### src/hw/rtl/rss_pkg.sv
// Shared types and constants of the ranging and sampling sequencer.
// Holds the input, result and register-file words, control pin codes and
// register indexes; depends on nothing.
package rss_pkg;

    // Defaults of the top-level parameters
    localparam int SENSOR_COUNT_DEF = 4;
    localparam int SAMPLE_LIMIT_DEF = 1024;

    // Register file layout
    localparam int CFG_IDX_W  = 3;
    localparam int CFG_DATA_W = 24;

    localparam logic [CFG_IDX_W-1:0] CFG_CYCLE_TIME   = 3'd0;
    localparam logic [CFG_IDX_W-1:0] CFG_RANGING_TIME = 3'd1;
    localparam logic [CFG_IDX_W-1:0] CFG_WINDOW       = 3'd2;
    localparam logic [CFG_IDX_W-1:0] CFG_PERIOD       = 3'd3;
    localparam logic [CFG_IDX_W-1:0] CFG_ENABLE_MASK  = 3'd4;
    localparam logic [CFG_IDX_W-1:0] CFG_CAMERA       = 3'd5;

    localparam logic [23:0] CYCLE_TIME_RST   = 24'd500000;
    localparam logic [23:0] RANGING_TIME_RST = 24'd17000;
    localparam logic [23:0] WINDOW_RST       = 24'd33000;
    localparam logic [15:0] PERIOD_RST       = 16'd48;

    // Control pin codes: bit0 A2, bit1 A3, bit2 ALE
    localparam logic [2:0] CTL_ADDR    = 3'd4;
    localparam logic [2:0] CTL_RANGE   = 3'd1;
    localparam logic [2:0] CTL_CONVERT = 3'd2;
    localparam logic [2:0] CTL_LATCH   = 3'd3;

    typedef struct packed {
        logic [23:0] cycle_time_us;
        logic [23:0] ranging_time_us;
        logic [23:0] sampling_window_us;
        logic [15:0] sample_period_us;
        logic [3:0]  sensor_enable_mask;
        logic        camera_enable;
    } t_cfg;

    typedef struct packed {
        logic       start_request;
        logic [1:0] fire_sensor;
        logic       sample_all;
        logic       busy_pin;
        logic [7:0] data_bus;
    } t_in_word;

    typedef struct packed {
        logic [1:0]  address_pins;
        logic [2:0]  control_pins;
        logic        camera_trigger;
        logic        active;
        logic        sample_valid;
        logic [1:0]  sample_sensor;
        logic [7:0]  sample_value;
        logic [31:0] sample_time;
        logic [9:0]  sample_index;
        logic        cycle_done;
        logic        start_rejected;
    } t_out_word;

    typedef enum logic [10:0] {
        PH_IDLE         = 11'b000_0000_0001,
        PH_WAIT_CYCLE   = 11'b000_0000_0010,
        PH_CONV_INIT    = 11'b000_0000_0100,
        PH_WAIT_RANGING = 11'b000_0000_1000,
        PH_CONV_FIRST   = 11'b000_0001_0000,
        PH_READ_BUSY    = 11'b000_0010_0000,
        PH_LATCH        = 11'b000_0100_0000,
        PH_CAPTURE      = 11'b000_1000_0000,
        PH_WAIT_PERIOD  = 11'b001_0000_0000,
        PH_CONV_NEXT    = 11'b010_0000_0000,
        PH_FINISH       = 11'b100_0000_0000
    } t_phase;

endpackage

### src/hw/rtl/ranging_sampling_sequencer_unit.sv
// Top level of the ranging and sampling sequencer: register file, input
// and result handshakes, result register. Depends on rss_pkg and rss_seq.
//
// Usage:
//   Each input word is one microsecond tick carrying the start request,
//   the firing sensor, the all-sensors flag, the converter busy line and
//   the converter data byte. Every accepted word yields exactly one result
//   word with the address and control pin levels, camera trigger, active
//   and done flags, a possible start rejection and, on capture ticks, the
//   sample with its sensor, period timestamp and index.
//   The result of a word is in the result register in the cycle after
//   the word is accepted. Throughput: one word per cycle while the
//   receiver keeps taking results; the phase step is a single pass of
//   32-bit compares between the state registers and the result register.
//   Stall: when the receiver holds o_out_word, the input stays ready only
//   if the waiting result is taken in the same cycle; otherwise input
//   ready drops and the sequencer state holds.
//   Reset (i_rst_n low, synchronous): the phase goes idle, the counter,
//   timestamps and sample count clear and the registers return to their
//   defaults. Register writes through i_cfg_we are taken at once, any time.
module ranging_sampling_sequencer_unit
    import rss_pkg::*;
#(
    parameter int SENSOR_COUNT = SENSOR_COUNT_DEF,
    parameter int SAMPLE_LIMIT = SAMPLE_LIMIT_DEF
) (
    input  logic                  i_clk,
    input  logic                  i_rst_n,
    input  logic                  i_in_valid,
    output logic                  o_in_ready,
    input  t_in_word              i_in_word,
    output logic                  o_out_valid,
    input  logic                  i_out_ready,
    output t_out_word             o_out_word,
    input  logic                  i_cfg_we,
    input  logic [CFG_IDX_W-1:0]  i_cfg_idx,
    input  logic [CFG_DATA_W-1:0] i_cfg_data
);

    t_cfg      r_cfg;
    logic      r_out_valid;
    t_out_word r_out_word;
    t_out_word seq_res;
    logic      tick;

    // Take a new tick whenever the result slot is empty or being drained
    assign o_in_ready  = !r_out_valid || i_out_ready;
    assign tick        = i_in_valid && o_in_ready;
    assign o_out_valid = r_out_valid;
    assign o_out_word  = r_out_word;

    // Register file: write-only, truncate data to each register's width
    always_ff @(posedge i_clk) begin
        if (!i_rst_n) begin
            r_cfg.cycle_time_us      <= CYCLE_TIME_RST;
            r_cfg.ranging_time_us    <= RANGING_TIME_RST;
            r_cfg.sampling_window_us <= WINDOW_RST;
            r_cfg.sample_period_us   <= PERIOD_RST;
            r_cfg.sensor_enable_mask <= '0;
            r_cfg.camera_enable      <= 1'b0;
        end else if (i_cfg_we) begin
            case (i_cfg_idx)
                CFG_CYCLE_TIME:   r_cfg.cycle_time_us      <= i_cfg_data;
                CFG_RANGING_TIME: r_cfg.ranging_time_us    <= i_cfg_data;
                CFG_WINDOW:       r_cfg.sampling_window_us <= i_cfg_data;
                CFG_PERIOD:       r_cfg.sample_period_us   <= i_cfg_data[15:0];
                CFG_ENABLE_MASK:  r_cfg.sensor_enable_mask <= i_cfg_data[3:0];
                CFG_CAMERA:       r_cfg.camera_enable      <= i_cfg_data[0];
                default: begin
                end
            endcase
        end
    end

    rss_seq #(
        .SENSOR_COUNT (SENSOR_COUNT),
        .SAMPLE_LIMIT (SAMPLE_LIMIT)
    ) u_seq (
        .i_clk   (i_clk),
        .i_rst_n (i_rst_n),
        .i_tick  (tick),
        .i_in    (i_in_word),
        .i_cfg   (r_cfg),
        .o_res   (seq_res)
    );

    // Result register: load on every accepted tick, hold while stalled
    always_ff @(posedge i_clk) begin
        if (!i_rst_n) begin
            r_out_valid <= 1'b0;
        end else if (tick) begin
            r_out_valid <= 1'b1;
        end else if (i_out_ready) begin
            r_out_valid <= 1'b0;
        end
    end

    always_ff @(posedge i_clk) begin
        if (tick) begin
            r_out_word <= seq_res;
        end
    end

endmodule

### src/hw/rtl/rss_seq.sv
// Sequencer core: phase machine, microsecond counter, per-sensor ranging
// timestamps and a sample counter. Advances one step per accepted tick.
// Depends on rss_pkg.
module rss_seq
    import rss_pkg::*;
#(
    parameter int SENSOR_COUNT = SENSOR_COUNT_DEF,
    parameter int SAMPLE_LIMIT = SAMPLE_LIMIT_DEF
) (
    input  logic      i_clk,
    input  logic      i_rst_n,
    input  logic      i_tick,
    input  t_in_word  i_in,
    input  t_cfg      i_cfg,
    output t_out_word o_res
);

    localparam int IW = (SENSOR_COUNT > 1) ? $clog2(SENSOR_COUNT) : 1;
    localparam int CW = $clog2(SAMPLE_LIMIT + 1);
    localparam logic [IW-1:0] LAST_SENSOR = IW'(SENSOR_COUNT - 1);

    logic [31:0]   r_now;
    logic [31:0]   r_last [SENSOR_COUNT];
    t_phase        r_phase, n_phase;
    logic [31:0]   r_win, n_win;
    logic [31:0]   r_per, n_per;
    logic [CW-1:0] r_taken, n_taken;
    logic [IW-1:0] r_cursor, n_cursor;
    logic [IW-1:0] r_firing, n_firing;
    logic          r_all, n_all;

    logic          last_we;
    logic [IW-1:0] cur;
    logic          round_end;
    logic [IW-1:0] cursor_adv;
    logic          fire_ok;
    logic [31:0]   since_range;
    logic [31:0]   since_period;
    logic [31:0]   window_used;
    logic          window_over;

    assign cur         = r_all ? r_cursor : r_firing;
    assign round_end   = !(r_all && (r_cursor != LAST_SENSOR));
    assign cursor_adv  = round_end ? '0 : r_cursor + 1'b1;
    assign fire_ok     = ({1'b0, i_in.fire_sensor} < 3'(SENSOR_COUNT))
                         && i_cfg.sensor_enable_mask[i_in.fire_sensor];
    assign since_range  = r_now - r_last[r_firing];
    assign since_period = r_now - r_per;
    assign window_used  = r_per - r_win;
    assign window_over  = (r_taken >= CW'(SAMPLE_LIMIT))
                          || (window_used >= {8'd0, i_cfg.sampling_window_us});

    always_comb begin
        n_phase  = r_phase;
        n_win    = r_win;
        n_per    = r_per;
        n_taken  = r_taken;
        n_cursor = r_cursor;
        n_firing = r_firing;
        n_all    = r_all;
        last_we  = 1'b0;

        o_res                = '0;
        o_res.address_pins   = 2'(r_firing);
        o_res.control_pins   = CTL_ADDR;
        o_res.active         = (r_phase != PH_IDLE);
        o_res.start_rejected = (r_phase != PH_IDLE) && i_in.start_request;

        case (r_phase)
            PH_IDLE: begin
                if (i_in.start_request) begin
                    if (fire_ok) begin
                        n_firing           = IW'(i_in.fire_sensor);
                        n_all              = i_in.sample_all;
                        n_cursor           = '0;
                        n_taken            = '0;
                        n_phase            = PH_WAIT_CYCLE;
                        o_res.address_pins = i_in.fire_sensor;
                        o_res.active       = 1'b1;
                    end else begin
                        o_res.start_rejected = 1'b1;
                    end
                end
            end
            PH_WAIT_CYCLE: begin
                if (since_range >= {8'd0, i_cfg.cycle_time_us}) begin
                    last_we            = 1'b1;
                    o_res.control_pins = CTL_RANGE;
                    n_cursor           = '0;
                    n_phase            = PH_CONV_INIT;
                end
            end
            PH_CONV_INIT: begin
                o_res.address_pins = 2'(cur);
                o_res.control_pins = CTL_CONVERT;
                n_cursor           = cursor_adv;
                if (round_end) begin
                    o_res.camera_trigger = i_cfg.camera_enable;
                    n_phase              = PH_WAIT_RANGING;
                end
            end
            PH_WAIT_RANGING: begin
                if (since_range >= {8'd0, i_cfg.ranging_time_us}) begin
                    n_win   = r_now;
                    n_per   = r_now;
                    n_phase = PH_CONV_FIRST;
                end
            end
            PH_CONV_FIRST, PH_CONV_NEXT: begin
                o_res.address_pins = 2'(cur);
                o_res.control_pins = CTL_CONVERT;
                n_cursor           = cursor_adv;
                if (round_end) begin
                    n_phase = window_over ? PH_FINISH : PH_READ_BUSY;
                end
            end
            PH_READ_BUSY: begin
                o_res.address_pins = 2'(cur);
                if (!i_in.busy_pin) begin
                    n_phase = PH_LATCH;
                end
            end
            PH_LATCH: begin
                o_res.address_pins = 2'(cur);
                o_res.control_pins = CTL_LATCH;
                n_phase            = PH_CAPTURE;
            end
            PH_CAPTURE: begin
                o_res.address_pins  = 2'(cur);
                o_res.control_pins  = CTL_LATCH;
                o_res.sample_valid  = 1'b1;
                o_res.sample_sensor = 2'(cur);
                o_res.sample_value  = i_in.data_bus;
                o_res.sample_time   = r_per;
                o_res.sample_index  = 10'(r_taken);
                n_cursor            = cursor_adv;
                if (round_end) begin
                    n_taken = r_taken + 1'b1;
                    n_phase = PH_WAIT_PERIOD;
                end else begin
                    n_phase = PH_READ_BUSY;
                end
            end
            PH_WAIT_PERIOD: begin
                if (since_period >= {16'd0, i_cfg.sample_period_us}) begin
                    n_per   = r_now;
                    n_phase = PH_CONV_NEXT;
                end
            end
            PH_FINISH: begin
                o_res.cycle_done = 1'b1;
                n_phase          = PH_IDLE;
            end
            default: begin
                n_phase = PH_IDLE;
            end
        endcase
    end

    always_ff @(posedge i_clk) begin
        if (!i_rst_n) begin
            r_now    <= '0;
            r_phase  <= PH_IDLE;
            r_win    <= '0;
            r_per    <= '0;
            r_taken  <= '0;
            r_cursor <= '0;
            r_firing <= '0;
            r_all    <= 1'b0;
            for (int k = 0; k < SENSOR_COUNT; k++) begin
                r_last[k] <= '0;
            end
        end else if (i_tick) begin
            r_now    <= r_now + 1'b1;
            r_phase  <= n_phase;
            r_win    <= n_win;
            r_per    <= n_per;
            r_taken  <= n_taken;
            r_cursor <= n_cursor;
            r_firing <= n_firing;
            r_all    <= n_all;
            if (last_we) begin
                r_last[r_firing] <= r_now;
            end
        end
    end

endmodule

### config.mk
export PLATFORM = sky130hd
export DESIGN_NAME = ranging_sampling_sequencer_unit
export DESIGN_NICKNAME = d
export VERILOG_FILES = /design/src/hw/rtl/rss_pkg.sv /design/src/hw/rtl/ranging_sampling_sequencer_unit.sv /design/src/hw/rtl/rss_seq.sv
export SDC_FILE = /design/constraint.sdc
export NUM_CORES = 1
export LEC_CHECK = 0
export BUFFER_PORTS_ARGS = -buffer_cell sky130_fd_sc_hd__clkbuf_2
export CAP_MARGIN = 20
export CORE_UTILIZATION = 39
export DETAILED_ROUTE_END_ITERATION = 8
export PLACE_DENSITY_LB_ADDON = 0.12
export SLEW_MARGIN = 20
export SYNTH_ARGS = -nofsm -noshare
export SYNTH_HDL_FRONTEND = slang
export SYNTH_SLANG_ARGS = --single-unit
### constraint.sdc
create_clock -name i_clk -period 23.6 [get_ports i_clk]
set_input_delay 2.36 -clock i_clk [delete_from_list [all_inputs] [get_ports i_clk]]
set_output_delay 2.36 -clock i_clk [all_outputs]
set_load 0.02 [all_outputs]
* After elaboration in Yosys (flattened, before gate mapping) *
Memories as Yosys holds them, arrays and structs flattened. A register that Yosys moved wholly into a read port is not among the register bits.
Cells that the tools add are included.

word-level totals
  register bits after elaboration = 279
  memory bits (writable) = 128
  bits of input ports = 45
  output and inout bits = 64
  word-level logic and storage cells = 151
  memories kept = 1

cells by class
  add/sub/neg operators = 6
  $lt $le $gt $ge = 6
  equality and inequality tests = 27
  muxes and demuxes = 53
  bitwise gates (word level) = 1
  reductions and logical operators = 31

memories
  memory        words  bits a word  read ports  clocked after memory_dff  wr ports  RTL line       source
  u_seq.r_last  4      32           1           1                         4         rss_seq.sv:23  logic [31:0] r_last [SENSOR_COUNT];

operators by type and width
  cell                                              number
  2-to-1 mux 11 bit                                 12
  one-hot mux 11 bit (9 select lines)               1
  greater-or-equal comparator 32 x 24 -> 1 bit      3
  2-to-1 mux 32 bit                                 3
  subtractor 32 bit                                 3
  one-hot mux 32 bit (2 select lines)               1
  2-to-1 mux 53 bit                                 1
  adder 32 x 1 -> 32 bit (second input constant)    1
  greater-or-equal comparator 32 x 16 -> 1 bit      1
  OR reduction 32 bit                               1
  one-hot mux 11 bit (2 select lines)               1
  2-to-1 mux 2 bit                                  10
  2-to-1 mux 1 bit                                  18
  AND reduction 2 bit                               7
  inequality test 2 bit (second input constant)     6
  adder 11 x 1 -> 11 bit (second input constant)    1
  == test 11 x 1 -> 1 bit (second input constant)   1
  == test 11 x 10 -> 1 bit (second input constant)  1
  == test 11 bit (second input constant)            1
  == test 11 x 2 -> 1 bit (second input constant)   1
  == test 11 x 3 -> 1 bit (second input constant)   1
  == test 11 x 4 -> 1 bit (second input constant)   1
  == test 11 x 5 -> 1 bit (second input constant)   1
  == test 11 x 6 -> 1 bit (second input constant)   1
  32 further kinds                                  46

* Logic depth before layout (Yosys ltp) *
  depth after elaboration = 10
  mapped depth = 28
  mapped depth without buffers = 23

* Cells and area by module *
Synthesis repeated with hierarchy kept, for this count alone.

second synthesis, totals
  cells, all modules = 2707
  area, all modules = 25012.7 um^2

modules (own cells, without submodules)
  module                           times used  cells each  area an instance (um^2)  seq. area each (um^2)
  rss_seq                          1           2292        19536.2                  6346.1
  ranging_sampling_sequencer_unit  1           415         5476.5                   3743.6

* Least setup slack after synthesis *
No wires, ideal clock.

  kind = reg2reg
  start = register (tool-made name)
  end = memory u_seq.r_last[0][0], enable pin
  arrival = 7.060 ns
  required time = 23.130 ns
  path slack = 16.070 ns
  stages on the path, launching flop included = 26
  buffers on the path = 3
  period minus slack after synthesis = 7.530 ns
  cells stage by stage = dfxtp_1 clkbuf_1 buf_1 mux4_2 inv_1 ha_1 and3_1 a211oi_1 a211o_1 a21oi_1 nor2b_1 o21ai_0 nand3_1 nand2_1 xor2_1 ha_1 nand2_1 o21ai_0 a21o_1 a211oi_1 nor2_1 a211oi_1 a31oi_1 nand2_1 clkbuf_1 o31ai_1

RTL lines
  what              RTL line
  end: declaration  rss_seq.sv:23

==> metrics.md <==
| Metric | Value |
|---|---|
| Slew headroom | `24.5%` |
| Count of hold buffers inserted by post-cts repair | `0` |
| DRT Pass-1 Iters | `5` |
| Run status | `complete, no violations` |
| Max Clk Rate | `133 MHz` |
| Antenna violations before repair | `0` |
| Post-synth EDFFs | `190` |
| Fin nets | `2944` |
| Vias per cell | `5.41` |
| Crit path max-delay family | `compound AO/OA/AOI/OAI gates` |
| I/O pin count | `109` |
| Startpoint type of the worst setup path | `flip-flop` |
| H-tree levels | `2` |
| Fin crit period | `7.53 ns` |
| Rows | `91` |
| CTS tree | `built` |
| RSZ-0062 raised after global routing | `false` |
| Clock skew | `0.0302 ns` |
| RePlAce Congestion | `0.890` |
| Post-synth ARST share | `0%` |
| Crit-path max FO | `122` |
| Hold depth | `2` |
| Synth Area in Simple Gates | `18.7%` |
| Fin util | `43.8%` |
| Initial Util | `39.6%` |
| Chip width | `253 um` |
| Reg-to-Reg End | `u_seq.r_last[2][4]` |
| Most frequent cells in the layout | `357 x nand2_1, 218 x dfxtp_1, 206 x nor2_1, 205 x a21oi_1, 204 x inv_1` |
| Clock Latency Late Sink | `0.60 ns` |
| Fin cells | `3588` |
| Vias in the first global route | `18.8k` |
| First-pass GRT wire length | `111000 um` |
| Crit path arrival time | `7.87 ns` |
| Dpl hpwl | `52900 um` |
| Synth top area cells | `edfxtp_1 23%, dfxtp_1 18%, ha_1 9.5%` |
| Placed insts | `3497` |
| Worst path bufs/invs | `3` |
| Worst-path clk slew | `0.06 ns` |
| Syn Area/Cell | `9.24 um^2` |
| Iteration-0 DRC Markers | `1394` |
| Largest net degree at the start of global routing | `123` |
| Setup violations, final | `0` |
| Adder-cell share of the synthesized area | `9.74%` |
| Post_cts resized | `0` |
| Die H | `253 um` |
| Mean routed wirelength per cell | `20.2 um` |
| GR Overflow Total | `0` |
| Ys Warns | `0` |
| GRT Overall Usage | `22.5%` |
| Worst VDD drop | `0.0506 mV` |
| DIE AREA | `63900 um^2` |
| Least-Margin Pin Slew | `1.13 ns` |
| Area Overhead vs Synth | `10.8%` |
| Core area | `61900 um^2` |
| Seq/Total Area, Yosys | `41.2%` |
| Synth Net Count | `2887` |
| Synth area leader | `edfxtp_1` |
| DRC viols | `0` |
| Netlist cell types | `91` |
| Synth Register Bits | `409` |
| Buffers on Ports | `108` |
| Ys flop type | `dfxtp_1` |
| Post-CTS setup buffers | `0` |
| Ratio of cells with drive above 1 in the final layout | `10.7%` |
| Max cap viols | `0` |
| CP max stage cell | `nand2_1` |
| Mapped Area | `24500 um^2` |
| R2r setup slk | `16.07 ns` |
| Longest Clk Path Bufs | `3` |
| Worst hold path class | `reg2reg` |
| Critical hold path startpoint | `r_cfg[46]` |
| Detailed-route via count | `19.4k` |
| Cell count of the worst reg-to-reg path | `25` |
| Total CTS buffers | `48` |
| Commonest non-fill, non-tap cell in the layout | `nand2_1` |
| Proportion of netlist area held by the largest area contributor | `23.3%` |
| Antenna Nets Post-Route | `0` |
| Final Cycle Share | `31.9%` |
| Compound-Gate Fraction of Synth Area | `13.7%` |
| Xor and xnor area share after synthesis | `3.86%` |
| Syn Inst Count | `2653` |
| CP required | `23.94 ns` |
| Largest family of logic cells by synthesized area | `simple AND/OR/NAND/NOR gates` |
| Setup TNS | `0 ns` |
| WL final | `72300 um` |
| Multiplexer share of the synthesized area | `6.27%` |
| Crit path kind | `reg2reg` |
| CP max stage delay | `0.64 ns` |
| Clock sink count | `409` |
| Lkg Pwr | `11.1 nW` |
| Hold Path Sink | `r_cfg[46]` |
| Crit end category | `flip-flop` |
| Final Max Slew Viols | `0` |
| CTS root buf | `clkbuf_16` |
| Hold Vio Cnt, Final | `0` |
| Pwr dens | `71.6 nW/um^2` |
==> cell families after synthesis <==
kind of cell               Yosys count
and+or+nand+nor                    962
AOI/OAI and AO/OA                  530
adders and majority gates          189
xor gates and xnor gates           108
DFF                                409
muxes                              112
buffers and inverters              343
==> worst register-to-register path: stages, from the launching register on <==
cell,delay (ns)
dfxtp_2,0.31
buf_4,0.51
mux4_2,0.64
inv_1,0.11
ha_1,0.12
nor2b_1,0.19
o2111ai_1,0.20
a211o_1,0.42
a21oi_1,0.16
nor2b_1,0.09
o21ai_0,0.63
nand3_1,0.17
nand2_1,0.14
xor2_1,0.26
ha_1,0.31
a21oi_1,0.14
o21ai_0,0.10
a21o_1,0.18
a211oi_1,0.24
nor2_1,0.09
a211oi_1,0.43
a31oi_1,0.37
nand2_1,0.64
nor2_4,0.03
buf_4,0.41
and3_1,0.41
==> worst max-delay path by stage <==
stage                         start                   to  slack (ns)  depth (start not counted)
after global routing      flip-flop  u_seq.r_last[1][24]       15.77                         25
after floorplan           flip-flop   u_seq.r_last[0][0]       16.07                         25
after detailed placement  flip-flop   u_seq.r_last[2][4]       16.28                         25
after global placement    flip-flop   u_seq.r_last[0][4]       16.51                         25
final                     flip-flop   u_seq.r_last[2][4]       16.07                         25
after CTS                 flip-flop  u_seq.r_last[1][26]       16.28                         25
==> cells in the mapped netlist (18+ instances only) <==
| master | count |
|---|---|
| o211ai_1 | 35 |
| dfxtp_1 | 219 |
| and2_1 | 37 |
| nand2b_1 | 18 |
| a21oi_1 | 205 |
| xnor2_1 | 63 |
| xor2_1 | 45 |
| o21ai_0 | 82 |
| ha_1 | 186 |
| nor4_1 | 18 |
| nand2_1 | 358 |
| edfxtp_1 | 190 |
| clkbuf_1 | 71 |
| nor3_1 | 41 |
| nor2_1 | 209 |
| inv_1 | 205 |
| nor2b_1 | 21 |
| buf_2 | 20 |
| nand4_1 | 32 |
| mux2i_1 | 77 |
| o21a_1 | 24 |
| and3_1 | 135 |
| a21o_1 | 40 |
| mux4_2 | 33 |
| nand3_1 | 41 |
| a211oi_1 | 25 |
==> power breakdown <==
part,leakage (nW),internal (mW),total [mW],switching [mW]
Clock,0.737,0.416,0.719,0.303
Sequential,3.69,0.766,0.783,0.0174
Combinational,6.72,0.150,0.441,0.292
==> registers in the layout, indices dropped and copies added, names as in the netlist, named ones only <==
name            count
o_out_valid         1
o_out_word         62
r_cfg              93
u_seq.r_all         1
u_seq.r_cursor      2
u_seq.r_firing      2
u_seq.r_last      128
u_seq.r_now        32
u_seq.r_per        32
u_seq.r_phase      11
u_seq.r_taken      11
u_seq.r_win        32
==> per-layer routing <==
layer	part of all wire (%)	up-vias	GRT usage [%]
met4	2.1	0	5.94
met3	5.3	85	2.89
li1	-	9500	-
met1	47	9359	31.7
met5	0	-	0
met2	45	454	36.3
==> final cells by class <==
cell class                      instances  area (um^2)
Multi-Input combinational cell       1901        12900
Fill cell                            6062        34800
Timing Repair Buffer                  145          821
Tap cell                              837         1050
Clock buffer                           73         1390
Clock inverter                         17          121
Inverter                              205          772
Sequential cell                       409        10100
Antenna cell                            1         2.50
==> per-stage QoR <==
stage	cell area (um^2)	total power, mW	hold slack [ns]	worst slack, ns
2_1_floorplan	24500	1.09	0.436	16.07
3_3_place_gp	25600	1.23	0.443	16.51
3_5_place_dp	25600	1.24	0.450	16.28
4_1_cts	27100	1.96	0.458	16.28
5_1_grt	27100	2.04	0.476	15.77
6_report	27100	1.94	0.459	16.07
Power figures use the tool's default switching activity.
